<file path="src/sv/tcv_pkg.sv">
// shared types, constants and functions of the tensor container validator
package tcv_pkg;

   localparam logic [31:0] CRC_POLY   = 32'hEDB8_8320;
   localparam logic [31:0] ALL_ONES   = 32'hFFFF_FFFF;
   localparam logic [16:0] KRAFT_FULL = 17'h0_8000;
   localparam logic [16:0] KRAFT_CAP  = 17'h1_0000;
   localparam logic [15:0] MAGIC_MH   = 16'h484D;
   localparam logic [15:0] VERSION_01 = 16'h3130;
   localparam int          QUEUE_DEPTH = 4;

   // status codes
   localparam logic [4:0] ST_OK          = 5'd0;
   localparam logic [4:0] ST_TRUNC_HDR   = 5'd1;
   localparam logic [4:0] ST_MAGIC       = 5'd2;
   localparam logic [4:0] ST_VERSION     = 5'd3;
   localparam logic [4:0] ST_ROWS        = 5'd4;
   localparam logic [4:0] ST_SYMBOLS     = 5'd5;
   localparam logic [4:0] ST_CAP         = 5'd6;
   localparam logic [4:0] ST_RPB_ZERO    = 5'd7;
   localparam logic [4:0] ST_NBLOCKS     = 5'd8;
   localparam logic [4:0] ST_TRUNC_LEN   = 5'd9;
   localparam logic [4:0] ST_TABLE       = 5'd10;
   localparam logic [4:0] ST_TRUNC_ROFF  = 5'd11;
   localparam logic [4:0] ST_OFFSETS     = 5'd12;
   localparam logic [4:0] ST_TRUNC_BCRC  = 5'd13;
   localparam logic [4:0] ST_LENGTH      = 5'd14;
   localparam logic [4:0] ST_TENSOR_CRC  = 5'd15;
   localparam logic [4:0] ST_BLOCK_CRC   = 5'd16;

   // register indexes
   localparam logic [2:0] CSR_EXPECT_ROWS    = 3'd0;
   localparam logic [2:0] CSR_EXPECT_SYMBOLS = 3'd1;
   localparam logic [2:0] CSR_MAX_ROWS       = 3'd2;
   localparam logic [2:0] CSR_MAX_SYMBOLS    = 3'd3;
   localparam logic [2:0] CSR_MAX_BLOCKS     = 3'd4;
   localparam logic [2:0] CSR_MAX_PAYLOAD    = 3'd5;
   localparam logic [2:0] CSR_FULL_VERIFY    = 3'd6;

   typedef struct packed {
      logic [32:0] expect_rows;
      logic [32:0] expect_symbols;
      logic [31:0] max_rows;
      logic [31:0] max_symbols;
      logic [31:0] max_blocks;
      logic [31:0] max_payload;
      logic        full_verify;
   } cfg_type;

   typedef struct packed {
      logic [7:0] data_byte;
      logic       last_byte;
   } item_type;

   typedef struct packed {
      logic [16:0] kraft;
      logic [4:0]  npres;
      logic [3:0]  maxl;
      logic [3:0]  sole;
   } len_acc_type;

   function automatic logic [31:0] crc_byte(logic [31:0] crc, logic [7:0] b);
      logic [31:0] c;
      c = crc ^ {24'd0, b};
      for (int k = 0; k < 8; k++) begin
         c = c[0] ? (CRC_POLY ^ (c >> 1)) : (c >> 1);
      end
      return c;
   endfunction

   // one code length into the running kraft sum and table facts
   function automatic len_acc_type len_update(len_acc_type a, logic [3:0] len);
      len_acc_type r;
      logic [17:0] sum;
      r   = a;
      sum = {1'b0, a.kraft} + (18'd1 << (4'd15 - len));
      if (len != 4'd0) begin
         r.npres = a.npres + 5'd1;
         if (len > a.maxl) begin
            r.maxl = len;
         end
         if (a.npres == 5'd0) begin
            r.sole = len;
         end
         r.kraft = (sum > {1'b0, KRAFT_CAP}) ? KRAFT_CAP : sum[16:0];
      end
      return r;
   endfunction

endpackage

</file>
<file path="src/sv/tcv_front.sv">
// input side: takes blob bytes and queues them for the parser
module tcv_front
   import tcv_pkg::*;
(
   input  logic     clock,
   input  logic     reset,
   input  logic     req_valid,
   output logic     req_stall,
   input  logic [7:0] req_data_byte,
   input  logic     req_last_byte,
   output logic     q_valid,
   output item_type q_item,
   input  logic     q_pop
);

   localparam int PW = $clog2(QUEUE_DEPTH);

   item_type          slot_ff [QUEUE_DEPTH];
   logic [PW-1:0]     wr_ptr_ff, wr_ptr_in;
   logic [PW-1:0]     rd_ptr_ff, rd_ptr_in;
   logic [PW:0]       count_ff, count_in;
   logic              push;

   assign req_stall = (count_ff == (PW+1)'(QUEUE_DEPTH));
   assign push      = req_valid && !req_stall;
   assign q_valid   = (count_ff != '0);
   assign q_item    = slot_ff[rd_ptr_ff];

   always_comb begin
      wr_ptr_in = push ? wr_ptr_ff + 1'b1 : wr_ptr_ff;
      rd_ptr_in = q_pop ? rd_ptr_ff + 1'b1 : rd_ptr_ff;
      count_in  = count_ff + (PW+1)'(push) - (PW+1)'(q_pop);
   end

   always_ff @(posedge clock) begin
      if (reset) begin
         wr_ptr_ff <= '0;
         rd_ptr_ff <= '0;
         count_ff  <= '0;
      end else begin
         wr_ptr_ff <= wr_ptr_in;
         rd_ptr_ff <= rd_ptr_in;
         count_ff  <= count_in;
      end
      if (push) begin
         slot_ff[wr_ptr_ff] <= '{data_byte: req_data_byte, last_byte: req_last_byte};
      end
   end

endmodule

</file>
<file path="config.mk">
export PLATFORM = sky130hd
export DESIGN_NAME = tcv_front
export DESIGN_NICKNAME = d
export VERILOG_FILES = /design/src/sv/tcv_pkg.sv /design/src/sv/tcv_front.sv
export SDC_FILE = /design/constraint.sdc
export NUM_CORES = 1
export LEC_CHECK = 0
export BUFFER_PORTS_ARGS = -buffer_cell sky130_fd_sc_hd__buf_4
export CAP_MARGIN = 0
export CORE_MARGIN = 2
export CORE_UTILIZATION = 55
export CTS_CLUSTER_SIZE = 10
export DETAILED_ROUTE_END_ITERATION = 12
export GPL_TIMING_DRIVEN = 0
export PLACE_DENSITY_LB_ADDON = 0.25
export SYNTH_ARGS = -nofsm -noshare
export SYNTH_HDL_FRONTEND = slang
export SYNTH_SLANG_ARGS = --single-unit
export TNS_END_PERCENT = 50
</file>
<file path="constraint.sdc">
create_clock -name clock -period 2.9 [get_ports clock]
set_input_delay 0.58 -clock clock [delete_from_list [all_inputs] [get_ports clock]]
set_output_delay 0.58 -clock clock [all_outputs]
set_load 0.02 [all_outputs]
</file>
==> impl_metrics.ini <==
[synthesis]
synth-simple-area-share_pct = 6.46
synthDistinctLibCells = 23
synth_top_family_by_area = multiplexers
yosysWarnings = 0
seq_area_frac_synth_pct = 71.5
synth_xor_area_share_pct = 1.49
synthMuxAreaShare_pct = 12.1
synth_top_area_share_pct = 61.3
synth_compound_area_share_pct = 0.568
syn_inst = 95
ys_ff_latch = 45
yosys.area_share.adder_pct = 5.39
synth.area.top_cells = edfxtp_1 61%, mux4_2 11%, dfxtp_1 10%
yosysTopAreaCell = edfxtp_1
syn_nets = 115
syn_avg_cell_area_um2 = 18.6
synth_area_um2 = 1760

[grt]
grt_use_total_pct = 16.9
grt_overflow = 0
first_global_vias = 926
grt_pass1_wl_mm = 4.20
grt_max_degree = 14
antenna_found_initial = 0

[sta]
rsz0062_at_grt = false
setup_tns_ns = 0
finalSetupViolCount = 0
maxSlewViolCount = 0
timing.slew.headroom_pct = 67.0
period_needed_ns = 2.34
fin_ws_ns = 0.562
finalHoldViolations = 0
skew_ns = 0.00829
timing.final.crit_share_pct = 80.6
max_freq_mhz = 428
tightest_slew_ns = 0.495

[placed_design]
dpl.hpwl_mm = 1.83
place_area_um2 = 1980
dp_cells = 161
place_ws_ns = 0.407
port_buffers = 22
place_congestion = 0.630

[detailed_routing]
wl_mm = 2.60
ant_nets = 0
dr_total_vias = 854
drt_pass1_iterations = 4
drt-vias-per-instance = 5.05
wl_per_cell_um = 15.4
drt_iter0_drc = 17
drcViolationCount = 0

[power_and_ir_drop]
peakVddDrop_mv = 0.523
power.density_nw_per_um2 = 738
power.total_mw = 1.52
p_leak_nw = 0.751

[min_path]
min_from = req_data_byte[4]
holdPathStages = 1
hold_path.class = in -> reg
worstHoldEndpoint = slot_ff[0][5]

[final_layout]
nets = 144
fin_area_um2 = 2060
fin_cells = 169
area.growth.synth_to_final_pct = 16.7
diodes = 0
drive_above_1_share_pct = 33.6

[clocking]
clk_latency_ns = 0.35
post_cts_buffers = 0
ctsResizeCount = 0
clkSlewWorstSetupHoldPaths_ns = 0.13
clock-sinks = 45
cts_root_buf = clkbuf_4
cts_tree = yes
postCtsHoldBufs = 0
cts_buffers = 5
cts_buffer_depth = 2
htree_num_levels = 2

[flow_run]
maxCapViolCount = 0

[critical_path]
critPathLaunchType = register
worst-path-max-fanout = 6
rr_worst_depth = 11
rr_startpoint = count_ff[1]
r2r_setup_slack_ns = 0.56
cp-end-kind = register
worst_ep_arrival_time_ns = 2.61
crit_required_ns = 3.18
critPathLaunch = count_ff[1]
crit_type = reg -> reg
regToRegEndpoint = count_ff[2]

[floorplan]
core.rowCount = 20
die-height_um = 60.6
core_um2 = 3050
die_x_um = 60.6
start_util_pct = 57.7
die_area_um2 = 3670
ios = 24

[status]
outcome = complete, no violations
-- worst max path at each step --
stage,end,slack [ns],cells past startpoint
2_1_floorplan,count_ff[2],0.68,11
3_3_place_gp,count_ff[2],0.48,12
3_5_place_dp,count_ff[2],0.41,12
4_1_cts,count_ff[2],0.55,11
5_1_grt,count_ff[2],0.36,11
6_report,count_ff[2],0.56,11
-- cells by family after synthesis --
kind of cell,count (synthesis)
compound gates,2
fa+ha+maj,7
flops,45
simple gates,19
buf+inv,9
mux,10
xor+xnor,3
-- cell usage in the layout, fill, tap and decap left out, types with 2 or more instances in the layout --
cell / netlist / layout
clkbuf_4: 0 / 5
inv_1: 6 / 6
dfxtp_1: 9 / 9
ha_1: 6 / 6
mux4_2: 9 / 9
edfxtp_1: 36 / 36
nand2b_1: 2 / 2
nor2_1: 6 / 6
and2_1: 5 / 5
xor2_1: 2 / 2
buf_4: 0 / 22
-- state kept, by name, indices dropped and copies added, names as in the netlist, named ones only --
name,count
count_ff,3
rd_ptr_ff,2
slot_ff,36
wr_ptr_ff,2
-- cell usage after synthesis --
| master | n |
|---|---|
| or3_1 | 1 |
| and2_1 | 5 |
| mux4_2 | 9 |
| xnor2_1 | 1 |
| buf_2 | 1 |
| clkbuf_2 | 1 |
| mux2i_1 | 1 |
| dfxtp_1 | 9 |
| inv_1 | 6 |
| ha_1 | 6 |
| buf_6 | 1 |
| or3_2 | 1 |
| xor2_1 | 2 |
| nor3_1 | 1 |
| nor3b_4 | 1 |
| edfxtp_1 | 36 |
| nand2_1 | 1 |
| nor2b_1 | 1 |
| o21ai_0 | 1 |
| a21oi_1 | 1 |
| fa_1 | 1 |
| nor2_1 | 6 |
| nand2b_1 | 2 |
-- power breakdown --
group	internal, mW	switching, mW	leakage, nW
clock network	0.180	0.187	0.0399
logic	0.163	0.176	0.307
registers	0.775	0.0389	0.404
total	1.12	0.402	0.751
-- critical path, cell delays in order, from the launching register on --
cell and delay [ns]:
dfxtp_1 0.48, nor3b_4 0.09, nor2_1 0.30, inv_1 0.08
ha_1 0.28, inv_1 0.06, ha_1 0.13, inv_1 0.05
fa_1 0.37, xor2_1 0.16, and2_1 0.15, nor3_1 0.12
-- per-stage QoR --
step	util, %	hold WS, ns
floorplan	-	0.481
global placement	65.0	0.495
detailed placement	65.0	0.519
CTS	67.4	0.414
global route	67.4	0.397
finish	67.4	0.419
-- routing by layer --
metal / global-route usage, % / vias up / part of all wire, %
met4: 7.45 / 0 / 1.9
met1: 19.2 / 416 / 43
met2: 29.8 / 19 / 51
met3: 4.69 / 7 / 4.2
met5: 0 / - / 0
li1: - / 412 / -
-- cell type report --
cell class                      instances  area (um^2)
Fill cell                             237          995
Clock buffer                            6         41.3
Sequential cell                        45         1260
Inverter                                6         22.5
Clock inverter                          2         33.8
Multi-Input combinational cell         41          458
Buffer                                  3         21.3
Tap cell                               44         55.1
Timing Repair Buffer                   22          165
No activity file was read; power rests on OpenSTA's default activity.
